[config.mk]
export PLATFORM = sky130hd
export DESIGN_NAME = ambient_pressure_plausibility_monitor_flat
export DESIGN_NICKNAME = d
export VERILOG_FILES = /design/src/apm_pkg.sv /design/src/apm_if.sv /design/src/apm_cfg_regs.sv /design/src/apm_ref_scale.sv /design/src/apm_engine.sv /design/src/ambient_pressure_plausibility_monitor.sv /design/src/flat_wrapper.sv
export SDC_FILE = /design/constraint.sdc
export NUM_CORES = 1
export LEC_CHECK = 0
export BUFFER_PORTS_ARGS = -buffer_cell sky130_fd_sc_hd__buf_2
export CAP_MARGIN = 20
export CORE_AREA = 2 2 163 165
export CTS_CLUSTER_DIAMETER = 150
export DETAILED_ROUTE_END_ITERATION = 6
export DIE_AREA = 0 0 165 167
export HOLD_SLACK_MARGIN = 0.05
export PLACE_DENSITY_LB_ADDON = 0.15
export SYNTH_ARGS = -nofsm -noshare
export SYNTH_HDL_FRONTEND = slang
export SYNTH_SLANG_ARGS = --single-unit
[constraint.sdc]
create_clock -name clk_i -period 7.02 [get_ports clk_i]
set_input_delay 0 -clock clk_i [delete_from_list [all_inputs] [get_ports clk_i]]
set_output_delay 0 -clock clk_i [all_outputs]
set_load 0.05 [all_outputs]
[src/apm_pkg.sv]
package apm_pkg;

  localparam int unsigned PRES_W  = 12;
  localparam int unsigned HOLD_W  = 11;
  localparam int unsigned DLY_W   = 13;
  localparam int unsigned GRAD_W  = 10;
  localparam int unsigned EST_W   = 16;
  localparam int unsigned CFG_W   = 16;
  localparam int unsigned CIDX_W  = 2;

  localparam logic [HOLD_W-1:0] P_MIN   = 11'd500;
  localparam logic [HOLD_W-1:0] P_MAX   = 11'd1500;
  localparam logic [DLY_W-1:0]  DLY_MAX = 13'd7650;
  localparam logic [GRAD_W-1:0] GRD_SAT = 10'd1000;

  // est*2/25 == (est * ceil(2^22/25)) >> 21, exact over the 16-bit input range
  localparam logic [17:0] REF_RECIP = 18'd167773;
  localparam int unsigned REF_SHIFT = 21;

  localparam logic [1:0] REQ_TICK   = 2'd0;
  localparam logic [1:0] REQ_KEY_ON = 2'd1;
  localparam logic [1:0] REQ_INIT   = 2'd2;

  localparam logic [CIDX_W-1:0] CFG_HIGH_THR   = 2'd0;
  localparam logic [CIDX_W-1:0] CFG_LOW_TENS   = 2'd1;
  localparam logic [CIDX_W-1:0] CFG_GRAD_DELAY = 2'd2;
  localparam logic [CIDX_W-1:0] CFG_GRAD_THR   = 2'd3;

  typedef struct packed {
    logic [1:0]        req_type;
    logic [PRES_W-1:0] pressure;
    logic              engine_running;
    logic              inhibit_range;
    logic              inhibit_gradient;
    logic              inhibit_old;
    logic [EST_W-1:0]  estimated_ref;
  } in_item_t;

  typedef struct packed {
    logic              range_active;
    logic              fault_high;
    logic              fault_low;
    logic              gradient_active;
    logic              gradient_enable;
    logic              fault_gradient;
    logic [GRAD_W-1:0] gradient_value;
    logic [HOLD_W-1:0] latched_pressure;
    logic              old_check_active;
    logic [HOLD_W-1:0] ref_old_pressure;
    logic [HOLD_W-1:0] start_pressure;
    logic [DLY_W-1:0]  delay_count;
  } out_item_t;

  typedef struct packed {
    logic [11:0] high_threshold;
    logic [7:0]  low_threshold_tens;
    logic [15:0] grad_delay_ticks;
    logic [11:0] grad_threshold;
  } cfg_t;

  function automatic logic [HOLD_W-1:0] clamp_p(input logic [12:0] v);
    logic [HOLD_W-1:0] r;
    if (v < 13'(P_MIN)) begin
      r = P_MIN;
    end else if (v > 13'(P_MAX)) begin
      r = P_MAX;
    end else begin
      r = v[HOLD_W-1:0];
    end
    return r;
  endfunction

endpackage

[src/apm_if.sv]
interface apm_in_if import apm_pkg::*; ();
  logic     valid;
  logic     ready;
  in_item_t data;

  modport source (output valid, output data, input ready);
  modport sink   (input valid, input data, output ready);
endinterface

interface apm_out_if import apm_pkg::*; ();
  logic      valid;
  logic      ready;
  out_item_t data;

  modport source (output valid, output data, input ready);
  modport sink   (input valid, input data, output ready);
endinterface

[src/apm_cfg_regs.sv]
module apm_cfg_regs import apm_pkg::*; (
  input  logic              clk_i,
  input  logic              rst_ni,
  input  logic              cfg_we_i,
  input  logic [CIDX_W-1:0] cfg_idx_i,
  input  logic [CFG_W-1:0]  cfg_data_i,
  output cfg_t              cfg_o
);

  cfg_t cfg_q;

  always_ff @(posedge clk_i or negedge rst_ni) begin
    if (!rst_ni) begin
      cfg_q.high_threshold     <= 12'd1100;
      cfg_q.low_threshold_tens <= 8'd50;
      cfg_q.grad_delay_ticks   <= 16'd100;
      cfg_q.grad_threshold     <= 12'd100;
    end else if (cfg_we_i) begin
      case (cfg_idx_i)
        CFG_HIGH_THR:   cfg_q.high_threshold     <= cfg_data_i[11:0];
        CFG_LOW_TENS:   cfg_q.low_threshold_tens <= cfg_data_i[7:0];
        CFG_GRAD_DELAY: cfg_q.grad_delay_ticks   <= cfg_data_i;
        CFG_GRAD_THR:   cfg_q.grad_threshold     <= cfg_data_i[11:0];
        default: ;
      endcase
    end
  end

  assign cfg_o = cfg_q;

endmodule

[src/apm_ref_scale.sv]
module apm_ref_scale import apm_pkg::*; (
  input  logic [EST_W-1:0]  est_i,
  output logic [HOLD_W-1:0] ref_o
);

  logic [33:0] prod;
  logic [12:0] quot;

  // reciprocal multiply stands in for the divide by 25
  assign prod = {18'd0, est_i} * {16'd0, REF_RECIP};
  assign quot = prod[REF_SHIFT +: 13];
  assign ref_o = clamp_p(quot);

endmodule

[src/apm_engine.sv]
module apm_engine import apm_pkg::*; (
  input  logic      clk_i,
  input  logic      rst_ni,
  input  logic      step_i,
  input  in_item_t  item_i,
  input  cfg_t      cfg_i,
  output out_item_t res_o
);

  logic [DLY_W-1:0]  dly_q, dly_d;
  logic              to_q, to_d;
  logic              sf_q, sf_d;
  logic              sfp_q, sfp_d;
  logic [HOLD_W-1:0] start_q, start_d;
  logic [PRES_W-1:0] held_q, held_d;
  logic              r_act_q, r_act_d;
  logic              r_hi_q, r_hi_d;
  logic              r_lo_q, r_lo_d;
  logic              g_act_q, g_act_d;
  logic              g_en_q, g_en_d;
  logic              g_flt_q, g_flt_d;
  logic [GRAD_W-1:0] ghold_q, ghold_d;
  logic [HOLD_W-1:0] lhold_q, lhold_d;
  logic [HOLD_W-1:0] refo_q, refo_d;
  logic              old_q, old_d;

  logic [HOLD_W-1:0] ref_scaled;
  logic [PRES_W-1:0] low_lim;
  logic [DLY_W-1:0]  dly_load;
  logic              g_run;
  logic              en;
  logic [PRES_W-1:0] held_n;
  logic [PRES_W-1:0] s1;
  logic [PRES_W-1:0] diff;

  apm_ref_scale u_ref_scale (
    .est_i (item_i.estimated_ref),
    .ref_o (ref_scaled)
  );

  assign low_lim  = {1'b0, cfg_i.low_threshold_tens, 3'b000}
                  + {3'b000, cfg_i.low_threshold_tens, 1'b0};
  assign dly_load = (cfg_i.grad_delay_ticks > 16'(DLY_MAX)) ? DLY_MAX
                                                            : cfg_i.grad_delay_ticks[DLY_W-1:0];
  assign g_run    = !item_i.inhibit_gradient && item_i.engine_running;

  always_comb begin
    dly_d   = dly_q;
    to_d    = to_q;
    sf_d    = sf_q;
    sfp_d   = sfp_q;
    start_d = start_q;
    held_d  = held_q;
    r_act_d = r_act_q;
    r_hi_d  = r_hi_q;
    r_lo_d  = r_lo_q;
    g_act_d = g_act_q;
    g_en_d  = g_en_q;
    g_flt_d = g_flt_q;
    ghold_d = ghold_q;
    lhold_d = lhold_q;
    refo_d  = refo_q;
    old_d   = old_q;
    en      = 1'b0;
    held_n  = held_q;
    s1      = '0;
    diff    = '0;

    case (item_i.req_type)
      REQ_TICK: begin
        if (!item_i.inhibit_range) begin
          r_act_d = 1'b1;
          r_hi_d  = item_i.pressure > cfg_i.high_threshold;
          r_lo_d  = item_i.pressure < low_lim;
        end else begin
          r_act_d = 1'b0;
        end

        // delay timer loads on the first tick after a key-on store
        if (!sfp_q && sf_q) begin
          dly_d = dly_load;
          to_d  = (dly_load == '0);
        end else if (dly_q != '0) begin
          dly_d = dly_q - 1'b1;
          to_d  = (dly_q == DLY_W'(1));
        end
        en    = !to_q && to_d && sf_q;
        sfp_d = sf_q;

        g_act_d = g_run;
        g_en_d  = en;

        if (g_run) begin
          if (en) begin
            s1     = {1'b0, start_q};
            held_n = item_i.pressure;
          end else if (!sf_q) begin
            held_n = '0;
          end
          diff    = (s1 >= held_n) ? s1 - held_n : held_n - s1;
          held_d  = held_n;
          g_flt_d = diff > cfg_i.grad_threshold;
          ghold_d = (diff < PRES_W'(GRD_SAT)) ? diff[GRAD_W-1:0] : GRD_SAT;
          lhold_d = clamp_p({1'b0, held_n});
        end

        old_d = !item_i.inhibit_old && item_i.engine_running;
      end
      REQ_KEY_ON: begin
        start_d = clamp_p({1'b0, item_i.pressure});
        sf_d    = 1'b1;
      end
      REQ_INIT: begin
        r_act_d = 1'b0;
        r_hi_d  = 1'b0;
        r_lo_d  = 1'b0;
        g_act_d = 1'b0;
        g_flt_d = 1'b0;
        old_d   = 1'b0;
        start_d = P_MIN;
        refo_d  = ref_scaled;
      end
      default: ;
    endcase
  end

  always_ff @(posedge clk_i or negedge rst_ni) begin
    if (!rst_ni) begin
      dly_q   <= '0;
      to_q    <= 1'b0;
      sf_q    <= 1'b0;
      sfp_q   <= 1'b0;
      start_q <= P_MIN;
      held_q  <= '0;
      r_act_q <= 1'b0;
      r_hi_q  <= 1'b0;
      r_lo_q  <= 1'b0;
      g_act_q <= 1'b0;
      g_en_q  <= 1'b0;
      g_flt_q <= 1'b0;
      ghold_q <= '0;
      lhold_q <= P_MIN;
      refo_q  <= P_MIN;
      old_q   <= 1'b0;
    end else if (step_i) begin
      dly_q   <= dly_d;
      to_q    <= to_d;
      sf_q    <= sf_d;
      sfp_q   <= sfp_d;
      start_q <= start_d;
      held_q  <= held_d;
      r_act_q <= r_act_d;
      r_hi_q  <= r_hi_d;
      r_lo_q  <= r_lo_d;
      g_act_q <= g_act_d;
      g_en_q  <= g_en_d;
      g_flt_q <= g_flt_d;
      ghold_q <= ghold_d;
      lhold_q <= lhold_d;
      refo_q  <= refo_d;
      old_q   <= old_d;
    end
  end

  always_comb begin
    res_o.range_active     = r_act_q;
    res_o.fault_high       = r_hi_q;
    res_o.fault_low        = r_lo_q;
    res_o.gradient_active  = g_act_q;
    res_o.gradient_enable  = g_en_q;
    res_o.fault_gradient   = g_flt_q;
    res_o.gradient_value   = ghold_q;
    res_o.latched_pressure = lhold_q;
    res_o.old_check_active = old_q;
    res_o.ref_old_pressure = refo_q;
    res_o.start_pressure   = start_q;
    res_o.delay_count      = dly_q;
  end

endmodule

[src/ambient_pressure_plausibility_monitor.sv]
// Ambient pressure plausibility monitor. Takes one request (tick, key-on store or init;
// an unused code leaves the state as it is) per clock while the output side is ready,
// and returns one status transfer per request. Requests land in an input register;
// the state and flag registers then update in a single pass and double as the output
// register, so with a ready output the sustained rate is one item per cycle, set by
// that single update step. A stalled output holds the input register, and the input
// side stalls only once both are full. Configuration writes are applied on the next edge
// and must only be issued while no request is in flight.
module ambient_pressure_plausibility_monitor import apm_pkg::*; (
  input  logic              clk_i,
  input  logic              rst_ni,
  input  logic              cfg_we_i,
  input  logic [CIDX_W-1:0] cfg_idx_i,
  input  logic [CFG_W-1:0]  cfg_data_i,
  apm_in_if.sink            in_i,
  apm_out_if.source         out_o
);

  cfg_t     cfg;
  in_item_t in_q;
  logic     in_vq;
  logic     out_vq;
  logic     adv;

  apm_cfg_regs u_cfg (
    .clk_i      (clk_i),
    .rst_ni     (rst_ni),
    .cfg_we_i   (cfg_we_i),
    .cfg_idx_i  (cfg_idx_i),
    .cfg_data_i (cfg_data_i),
    .cfg_o      (cfg)
  );

  // item leaves the input register when the result slot is free or being drained
  assign adv        = in_vq && (!out_vq || out_o.ready);
  assign in_i.ready = !in_vq || adv;

  always_ff @(posedge clk_i) begin
    if (in_i.valid && in_i.ready) begin
      in_q <= in_i.data;
    end
  end

  always_ff @(posedge clk_i or negedge rst_ni) begin
    if (!rst_ni) begin
      in_vq  <= 1'b0;
      out_vq <= 1'b0;
    end else begin
      if (in_i.valid && in_i.ready) begin
        in_vq <= 1'b1;
      end else if (adv) begin
        in_vq <= 1'b0;
      end
      if (adv) begin
        out_vq <= 1'b1;
      end else if (out_o.ready) begin
        out_vq <= 1'b0;
      end
    end
  end

  apm_engine u_engine (
    .clk_i  (clk_i),
    .rst_ni (rst_ni),
    .step_i (adv),
    .item_i (in_q),
    .cfg_i  (cfg),
    .res_o  (out_o.data)
  );

  assign out_o.valid = out_vq;

endmodule

[src/flat_wrapper.sv]
// flat-port wrapper written by rule: the top's interface ports become plain ports
module ambient_pressure_plausibility_monitor_flat import apm_pkg::*;
  (clk_i, rst_ni, cfg_we_i, cfg_idx_i, cfg_data_i, in_i_valid, in_i_data, in_i_ready, out_o_valid, out_o_data, out_o_ready);
  apm_in_if in_i_i ();
  apm_out_if out_o_i ();
  input  logic clk_i;
  input  logic rst_ni;
  input  logic cfg_we_i;
  input  logic [CIDX_W-1:0] cfg_idx_i;
  input  logic [CFG_W-1:0] cfg_data_i;
  input wire logic [$bits(in_i_i.valid)-1:0] in_i_valid;
  input wire logic [$bits(in_i_i.data)-1:0] in_i_data;
  output wire logic [$bits(in_i_i.ready)-1:0] in_i_ready;
  output wire logic [$bits(out_o_i.valid)-1:0] out_o_valid;
  output wire logic [$bits(out_o_i.data)-1:0] out_o_data;
  input wire logic [$bits(out_o_i.ready)-1:0] out_o_ready;
  assign in_i_i.valid = in_i_valid;
  assign in_i_i.data = in_i_data;
  assign in_i_ready = in_i_i.ready;
  assign out_o_valid = out_o_i.valid;
  assign out_o_data = out_o_i.data;
  assign out_o_i.ready = out_o_ready;
  ambient_pressure_plausibility_monitor u_core (.clk_i(clk_i), .rst_ni(rst_ni), .cfg_we_i(cfg_we_i), .cfg_idx_i(cfg_idx_i), .cfg_data_i(cfg_data_i), .in_i(in_i_i), .out_o(out_o_i));
endmodule
==> results of run 1 <==
[worst max-delay path, stage by stage, from the launching register on]
cell and delay, ns:
edfxtp_1 0.57, fa_1 0.63, inv_1 0.07, fa_1 0.50, inv_1 0.06, fa_1 0.51
fa_1 0.52, fa_1 0.52, fa_1 0.45, ha_1 0.37, a21oi_1 0.19, o21ai_0 0.22
and3_1 0.26, a311oi_1 0.24, o211ai_1 0.19, xnor2_1 0.24, o41ai_1 0.37, a21oi_1 0.13
nand2b_1 0.30, a41o_1 0.29
[metrics by stage]
step | utilization | instance area, sq um
after detailed placement | 0.600 | 15500
after global routing | 0.645 | 16600
after CTS | 0.645 | 16600
after floorplan | - | 14500
final | 0.645 | 16600
after global placement | 0.600 | 15500
[kinds of logic after synthesis]
logic type / share of synthesized area
simple gates: 0.112
fa+ha+maj: 0.319
compound gates: 0.137
buf+inv: 0.0742
flops: 0.295
mux: 0.0468
xor+xnor: 0.0163
[per-layer routing]
metal  part of all wire  vias up
met3              0.044       61
met2               0.51      311
met4              0.026        0
li1                   -     5401
met5                  0        -
met1               0.42     5623
[cell usage in the layout (no fill, tap or decap), drive strengths merged, types with 10 or more instances in the layout]
cell type and instances:
inv 244, ha 202, buf 136, nand2 118, fa 104, dfrtp 97, a21oi 81, o21ai 79
nor2 59, dlygate4sd3 54, mux2 45, edfxtp 34, dfstp 31, a21o 30, nand3 25, nand2b 24
nor3 21, mux2i 17, clkbuf 17, nand4 16, xnor2 14, xor2 13, o22a 12, nor2b 11
or3 11, o21a 10
[final timing paths]
path	endpoint	from
max	u_core.u_engine.refo_q[1]$_DFFE_PN0P_	u_core.in_q[11]$_DFFE_PP_
min	u_core.u_cfg.cfg_o[42]$_DFFE_PN1P_	cfg_idx_i[1]
max reg2reg	u_core.u_engine.refo_q[1]$_DFFE_PN0P_	u_core.in_q[11]$_DFFE_PP_
min reg2reg	u_core.u_engine.lhold_q[9]$_DFFE_PN0P_	u_core.u_engine.lhold_q[9]$_DFFE_PN0P_
max in group asynchronous	u_core.u_engine.r_act_q$_DFFE_PN0P_	rst_ni
min in group asynchronous	u_core.u_engine.refo_q[3]$_DFFE_PN0P_	rst_ni
[synth_stat cells (all sizes together), types with 17 or more instances]
master,instances
fa,104
ha,202
a21oi,81
nand2,118
inv,237
a21o,30
mux2i,17
clkbuf,30
dfrtp,97
nor3,21
dfstp,31
o21ai,79
nand3,25
edfxtp,34
mux2,45
nor2,59
nand2b,24
[area by class of cell]
class / count / area share
clock inverters: 15 / 0.0111
multi-input cells: 1031 / 0.551
repair buffers: 190 / 0.0769
well taps: 335 / 0.0252
inverters: 237 / 0.0535
flip-flops and latches: 162 / 0.256
clock buffers: 17 / 0.0256
[registers in the layout, summed over array words and instances, names as in the netlist, 10 cells and up]
signal                   cells
u_core.u_cfg.cfg_o          48
u_core.in_q                 34
u_core.u_engine.dly_q       13
u_core.u_engine.held_q      12
u_core.u_engine.lhold_q     11
u_core.u_engine.refo_q      11
u_core.u_engine.start_q     11
u_core.u_engine.ghold_q     10
[what timing repair did]
item / CTS / global route
hold endpoints to repair: 148 / 0
hold buffers: 54 / 0
resized for setup: 0 / 4
endpoints found under the setup margin: 0 / 9
[where the power goes]
| part | internal (mW) | switching, mW | total (mW) |
|---|---|---|---|
| combinational | 2.07 | 3.43 | 5.50 |
| sequential | 1.16 | 0.166 | 1.33 |
| clock | 0.484 | 0.473 | 0.957 |
| total | 3.72 | 4.07 | 7.79 |
==> results.txt, run 1 <==
global-route wire length before repair: 60.3 mm
Area Overhead vs Synth: 14.9%
Setup WS pre-CTS: 0.158 ns
CP Launch Type: flip-flop
cell area power density: 468 nW/um^2
gr busiest metal: met2
leading area contributor after synthesis: ha_1
#FFs+latches synth: 162
layout cells sized above 1: 0.161
Die Span Y: 167 um
Post-synth EDFFs: 34
Clock Skews: 0.0202 ns
register area: 4260 sq um
fin cells: 1987
pin slew with the least headroom to its limit: 0.900 ns
reg2reg path depth: 19
Final ANT Viol Nets: 0
CP arrival: 7.08 ns
Yosys top cell area share: 0.175
Post-synth ARST share: 0.790
met3 Use GR: 0.0364
Mapped Cells: 1471
shortest period the worst path allows: 6.74 ns
Ys Warns: 0
initial antenna violation count: 1
status: finished clean
crit path max fanout: 8
Final Worst Setup Slack: 0.280 ns
Post-Route WL: 37.4 mm
synth unique cells: 68
vias in the first global route: 11600
Syn Nets: 1834
DRT iter0 DRCs: 743
WP data required: 7.36 ns
Worst-Skew Late Latency: 0.45 ns
Min-Delay Path Class: input pin to flip-flop
CP Class: flip-flop to flip-flop
R2R setup slack: 0.28 ns
Synth area leaders: ha_1 (17%), dfrtp_1 (17%), fa_1 (14%)
Syn Area/Cell: 9.83 sq um
port bufs: 121
Max-Slew Margin vs Limit: 0.400
DR vias: 11400
grt met2 use: 0.489
io pins: 122
Total Power: 7.79 mW
# diodes: 0
Rows: 59
gr usage total: 0.282
deepest clock path buffer count: 2
Setup-failing EPs final: 0
most used flip-flop cell after synthesis: dfrtp_1
total negative slack: 0 ns
dpl hpwl: 29.5 mm
grt total ovfl: 0
Worst setup EP type: flip-flop
Hold WS: 0.0741 ns
drt wl/cell: 18.8 um
filler instances: 2170
Final Hold Fails: 0
postcts setup bufs: 0
die area: 27600 sq um
Hold Crit Depth: 5
final max-slew violation count: 0
final cycle utilization of the critical path: 0.960
vias per cell: 5.74
maximum number of pins on one net before global-route repair: 66
CTS tree: yes
Achievable Freq: 148 MHz
H-tree level count: 4
1st-pass router iterations: 5
die width: 165 um
CTS buffer count: 17
clock-pin slew on the worst setup and hold paths: 0.08 ns
CORE AREA: 25800 sq um
Placer Congestion: 0.941
worst vdd ir: 1.15 mV
# DRC: 0
Clock Sink Count: 162
Netlist Area Pre-Place: 14500 sq um
placed insts: 1901
multi-input logic area: 9160 sq um
RSZ-0062 raised after global routing: no
Leak: 8.35 nW
starting density of the core: 0.561
number of max-cap violations: 0
GR Layer Usage met1: 0.364
Layout Nets: 2002
sequential element share of the synthesized area: 0.295
root buffer cell: clkbuf_16
No activity file was read; power rests on OpenSTA's default activity.
==> run 2: changes to the inputs <==
--- a/config.mk
+++ b/config.mk
@@ -7,12 +7,12 @@
 export LEC_CHECK = 0
 export BUFFER_PORTS_ARGS = -buffer_cell sky130_fd_sc_hd__buf_2
 export CAP_MARGIN = 20
-export CORE_AREA = 2 2 163 165
+export CORE_AREA = 2 2 183 185
 export CTS_CLUSTER_DIAMETER = 150
 export DETAILED_ROUTE_END_ITERATION = 6
-export DIE_AREA = 0 0 165 167
+export DIE_AREA = 0 0 185 187
 export HOLD_SLACK_MARGIN = 0.05
-export PLACE_DENSITY_LB_ADDON = 0.15
+export PLACE_DENSITY = 0.72
 export SYNTH_ARGS = -nofsm -noshare
 export SYNTH_HDL_FRONTEND = slang
 export SYNTH_SLANG_ARGS = --single-unit
==> constraint.sdc (replaced) <==
create_clock -name clk_i -period 8 [get_ports clk_i]
set_input_delay 0 -clock clk_i [delete_from_list [all_inputs] [get_ports clk_i]]
set_output_delay 0 -clock clk_i [all_outputs]
set_load 0.05 [all_outputs]
==> run 2 against run 1 <==
The flow now finishes with violations (negative hold slack). Critical endpoint is now u_core.u_engine.g_flt_q$_DFFE_PN0P_. Power down 14%. Register-to-register slack better by 0.32 ns. Critical path type unchanged. Combinational power is 15% lower. Die area increased by 26%. Cell count up 6.0%. Final area is 0.85% higher. Wire length rose by 2.6%. Worst hold slack lost 0.081 ns.
==> results.txt, run 2 (synthesized netlist as in run 1, its figures left out) <==
CP most frequent cell: a21oi_1
Placer Congestion: 0.925
Rows: 67
final max-slew violation count: 0
maximum number of pins on one net before global-route repair: 66
crit path to: u_core.u_engine.g_flt_q$_DFFE_PN0P_
Hold Buf Count CTS: 64
DRT iter0 DRCs: 899
reg2reg path depth: 28
reg2reg start: u_core.u_engine.sf_q$_DFFE_PN0P_
H-tree level count: 4
violated checks: negative hold slack
CTS buffer count: 17
CP arrival: 7.72 ns
max FFs per register: 48
pin slew with the least headroom to its limit: 0.915 ns
drt wl/cell: 18.2 um
RSZ-0062 raised after global routing: no
layout cells sized above 1: 0.153
dpl hpwl: 29.9 mm
slowest CP cell: dfrtp_1
commonest non-fill, non-tap cell in the layout: inv_1
CP Launch Type: flip-flop
CP Class: flip-flop to flip-flop
postcts setup bufs: 0
gr usage total: 0.229
vias per cell: 5.48
shortest period the worst path allows: 7.40 ns
Post-Route WL: 38.3 mm
vias in the first global route: 11700
CTS tree: yes
Final Hold Fails: 1
global-route wire length before repair: 62.2 mm
R2R setup slack: 0.60 ns
WP data required: 8.33 ns
die width: 185 um
worst vdd ir: 0.445 mV
grt total ovfl: 0
Worst setup EP type: flip-flop
Total Power: 6.67 mW
total negative slack: 0 ns
# DRC: 0
Clock Skews: 0.0223 ns
CORE AREA: 32900 sq um
most frequent cells in the layout: inv_1 (237), ha_1 (202), buf_2 (120)
Max-Slew Margin vs Limit: 0.388
starting density of the core: 0.440
Clock Sink Count: 162
crit path launch: u_core.u_engine.sf_q$_DFFE_PN0P_
CTS resizes: 0
port bufs: 121
Final ANT Viol Nets: 0
Leak: 8.33 nW
number of max-cap violations: 0
clock-pin slew on the worst setup and hold paths: 0.08 ns
Layout Nets: 2005
Achievable Freq: 135 MHz
DR vias: 11600
Die Span Y: 187 um
final cycle utilization of the critical path: 0.925
Hold Crit Depth: 4
initial antenna violation count: 4
crit path max fanout: 21
Critical Path Max Stage Delay: 0.79 ns
io pins: 122
Hold WS: -0.00718 ns
1st-pass router iterations: 6
Worst-Skew Late Latency: 0.46 ns
deepest clock path buffer count: 2
Crit Reg-Reg Endpoint: u_core.u_engine.g_flt_q$_DFFE_PN0P_
Setup-failing EPs final: 0
Area Overhead vs Synth: 15.9%
die area: 34600 sq um
root buffer cell: clkbuf_16
status: finished with violations
cell area power density: 398 nW/um^2
Min-Delay Path Class: input pin to flip-flop
-- run 2: how the worst min path moves through the flow --
| stage | start | endpoint | slack (ns) |
|---|---|---|---|
| 2_1_floorplan | rst_ni | u_core.in_vq$_DFFE_PN0P_ | -0.30 |
| 3_3_place_gp | rst_ni | u_core.u_engine.ghold_q[6]$_DFFE_PN0P_ | 0.03 |
| 3_5_place_dp | rst_ni | u_core.u_engine.ghold_q[6]$_DFFE_PN0P_ | 0.04 |
| 4_1_cts | cfg_idx_i[1] | u_core.u_cfg.cfg_o[44]$_DFFE_PN0P_ | 0.05 |
| 5_1_grt | cfg_idx_i[1] | u_core.u_cfg.cfg_o[42]$_DFFE_PN1P_ | 0.04 |
| 6_report | cfg_idx_i[1] | u_core.u_cfg.cfg_o[41]$_DFFE_PN0P_ | -0.007 |
-- run 2: area by class of cell --
cell class	count	area, sq um
antenna	3	7.51
clock buffer	19	464
clock inverter	13	111
fill	2966	16100
inverter	237	890
multi-input combinational	1031	9150
sequential	162	4260
tap	448	561
timing repair buffer	193	1320
-- run 2: through the flow --
stage / utilization / instance area, sq um / std cells / worst slack (ns)
global route: 0.510 / 16800 / 2105 / 0.0713
CTS: 0.509 / 16700 / 2100 / 0.718
global placement: 0.472 / 15500 / 2004 / 1.02
floorplan: - / 14500 / 1471 / 1.54
detailed placement: 0.472 / 15500 / 2004 / 0.860
finish: 0.510 / 16800 / 2106 / 0.603
-- run 2: critical path: cells and delay by family, from the launching register on --
kind	cells	cell delay [ns]
xor+xnor	1	0.33
mux	2	0.69
flops	1	0.79
compound gates	11	2.13
fa+ha+maj	3	0.72
simple gates	8	2.34
buf+inv	3	0.23
-- run 2: metal layers --
| layer | track usage | wire [um] | vias up |
|---|---|---|---|
| li1 | - | - | 5412 |
| met1 | 0.306 | 16700 | 5676 |
| met2 | 0.371 | 18200 | 388 |
| met3 | 0.0387 | 2110 | 72 |
| met4 | 0.0900 | 1320 | 2 |
| met5 | 0 | 13 | - |
-- run 2: power by group --
group	leakage [nW]	switching, mW	internal [mW]	total [mW]
Sequential	1.85	0.159	1.02	1.18
Combinational	6.19	2.94	1.73	4.67
Clock	0.290	0.385	0.435	0.820
==> run 3: changes to the inputs <==
--- a/config.mk
+++ b/config.mk
@@ -7,12 +7,13 @@
 export LEC_CHECK = 0
 export BUFFER_PORTS_ARGS = -buffer_cell sky130_fd_sc_hd__buf_2
 export CAP_MARGIN = 20
-export CORE_AREA = 2 2 183 185
+export CORE_AREA = 2 2 223 225
 export CTS_CLUSTER_DIAMETER = 150
 export DETAILED_ROUTE_END_ITERATION = 6
-export DIE_AREA = 0 0 185 187
+export DIE_AREA = 0 0 225 227
 export HOLD_SLACK_MARGIN = 0.05
-export PLACE_DENSITY = 0.72
+export PLACE_DENSITY = 0.55
+export SETUP_SLACK_MARGIN = 0.02
 export SYNTH_ARGS = -nofsm -noshare
 export SYNTH_HDL_FRONTEND = slang
 export SYNTH_SLANG_ARGS = --single-unit
==> constraint.sdc (replaced) <==
create_clock -name clk_i -period 8 [get_ports clk_i]
set_input_delay 1.6 -clock clk_i [delete_from_list [all_inputs] [get_ports clk_i]]
set_output_delay 1.6 -clock clk_i [all_outputs]
set_load 0.05 [all_outputs]
==> run 3 against run 2 <==
The flow now finishes without violations. Non-clock buffer count decreased by 65. Clock power rose by 7.1%. Die area rose by 48%. Final area down 2.4%. Largest power group unchanged. Sequential power about the same. Largest cell class unchanged. Fmax increased by 3.5%. First-iteration DRC count is 28% lower.
==> results.txt, run 3 (synthesized netlist as in run 1, its figures left out) <==
io pins: 122
die width: 225 um
# diodes: 0
fin cells: 2212
hold path start: u_core.u_engine.lhold_q[9]$_DFFE_PN0P_
vias in the first global route: 11200
CTS resizes: 0
root buffer cell: clkbuf_16
Die Span Y: 227 um
Clock Sink Count: 162
maximum number of pins on one net before global-route repair: 67
global-route wire length before repair: 61.3 mm
drt wl/cell: 17.7 um
reg2reg start: u_core.in_q[7]$_DFFE_PP_
most frequent cells in the layout: inv_1 (237), ha_1 (202), buf_2 (120)
die area: 51100 sq um
Worst-Skew Late Latency: 0.46 ns
pin slew with the least headroom to its limit: 0.961 ns
filler instances: 4963
# DRC: 0
RSZ-0062 raised after global routing: no
Placer Congestion: 0.872
CP Class: flip-flop to flip-flop
Hold Crit Depth: 2
postcts setup bufs: 0
CTS tree: yes
total negative slack: 0 ns
layout cells sized above 1: 0.160
CORE AREA: 48500 sq um
final max-slew violation count: 0
Crit Reg-Reg Endpoint: u_core.u_engine.refo_q[3]$_DFFE_PN0P_
starting density of the core: 0.298
final cycle utilization of the critical path: 0.894
status: finished clean
crit path max fanout: 11
dpl hpwl: 31.9 mm
Hold Buf Count CTS: 0
shortest period the worst path allows: 7.15 ns
Final ANT Viol Nets: 0
Rows: 81
gr usage total: 0.157
deepest clock path buffer count: 2
CP arrival: 7.45 ns
Clock Skews: 0.0266 ns
placed insts: 2180
initial antenna violation count: 1
Min-Delay Path Class: flip-flop to flip-flop
DRT iter0 DRCs: 643
R2R setup slack: 0.85 ns
reg2reg path depth: 22
number of max-cap violations: 0
clock-pin slew on the worst setup and hold paths: 0.09 ns
1st-pass router iterations: 5
grt total ovfl: 0
CTS buffer count: 17
vias per cell: 4.96
Worst setup EP type: flip-flop
Max-Slew Margin vs Limit: 0.359
Layout Nets: 1940
H-tree level count: 4
Setup-failing EPs final: 0
Final Hold Fails: 0
worst vdd ir: 0.321 mV
commonest non-fill, non-tap cell in the layout: inv_1
CP Launch Type: flip-flop
port bufs: 121
Achievable Freq: 140 MHz
DR vias: 11000
Area Overhead vs Synth: 13.1%
WP data required: 8.30 ns
Post-Route WL: 39.0 mm
cell area power density: 406 nW/um^2
Hold EP: u_core.u_engine.lhold_q[9]$_DFFE_PN0P_
crit path launch: u_core.in_q[7]$_DFFE_PP_
Leak: 8.08 nW
max FFs per register: 48
[run 3: cell count changes in the layout (fill, tap and decap cells not counted)]
cell,previous run,this run
clkinv_2,2,0
diode_2,3,0
inv_8,3,2
bufinv_16,0,2
inv_6,4,5
inv_4,1,0
dlygate4sd3_1,66,0
clkinv_4,3,1
clkinvlp_4,0,3
buf_4,5,7
buf_6,2,1
[run 3: worst max-delay path by stage]
stage | to | slack, ns | depth (start not counted)
5_1_grt | u_core.u_engine.g_flt_q$_DFFE_PN0P_ | 0.50 | 30
3_5_place_dp | u_core.u_engine.refo_q[3]$_DFFE_PN0P_ | 1.07 | 22
2_1_floorplan | u_core.u_engine.g_flt_q$_DFFE_PN0P_ | 1.54 | 30
3_3_place_gp | u_core.u_engine.refo_q[3]$_DFFE_PN0P_ | 1.16 | 20
4_1_cts | u_core.u_engine.refo_q[3]$_DFFE_PN0P_ | 1.03 | 22
6_report | u_core.u_engine.refo_q[3]$_DFFE_PN0P_ | 0.85 | 22
[run 3: worst max-delay path: stages (launching register included)]
cell and delay (ns):
edfxtp_1 0.57, ha_1 0.59, inv_1 0.12, fa_1 0.52, inv_1 0.04, ha_1 0.26
inv_1 0.05, fa_1 0.55, inv_1 0.07, fa_1 0.50, fa_1 0.49, ha_1 0.35
a21oi_1 0.27, nand3_1 0.11, a211o_1 0.33, a2111oi_0 0.80, nor3_1 0.15, or4_1 0.43
a21oi_1 0.19, buf_4 0.20, a21oi_1 0.09, and3b_1 0.22, a41oi_1 0.05
[run 3: area by class of cell]
type | instances | area, sq um | share of cell area
Timing Repair Buffer | 128 | 664 | 0.0406
Tap cell | 622 | 778 | 0.0476
Multi-Input combinational cell | 1031 | 9150 | 0.559
Sequential cell | 162 | 4260 | 0.261
Clock buffer | 19 | 464 | 0.0284
Inverter | 237 | 890 | 0.0544
Clock inverter | 13 | 158 | 0.00964
[run 3: through the flow]
stage               hold slack, ns  utilization  instance area (sq um)  total power, mW  setup slack, ns
CTS                          0.484        0.337                  16400             6.71             1.03
global placement             0.459        0.324                  15700             5.77             1.16
floorplan                    0.451            -                  14500             4.62             1.54
detailed placement           0.467        0.324                  15700             5.79             1.07
global route                 0.498        0.337                  16400             7.35            0.500
finish                       0.481        0.337                  16400             6.64            0.850
[run 3: report_power, final]
group / internal, mW / switching [mW]
clock: 0.497 / 0.381
sequential: 1.02 / 0.150
combinational: 1.71 / 2.89
total: 3.22 / 3.42
[run 3: layer usage]
metal / global-route usage / part of all wire / vias up
met5: 0 / 0.00020 / -
met4: 0.0453 / 0.017 / 2
met3: 0.0292 / 0.048 / 39
met2: 0.275 / 0.50 / 256
met1: 0.196 / 0.43 / 5388
li1: - / - / 5278
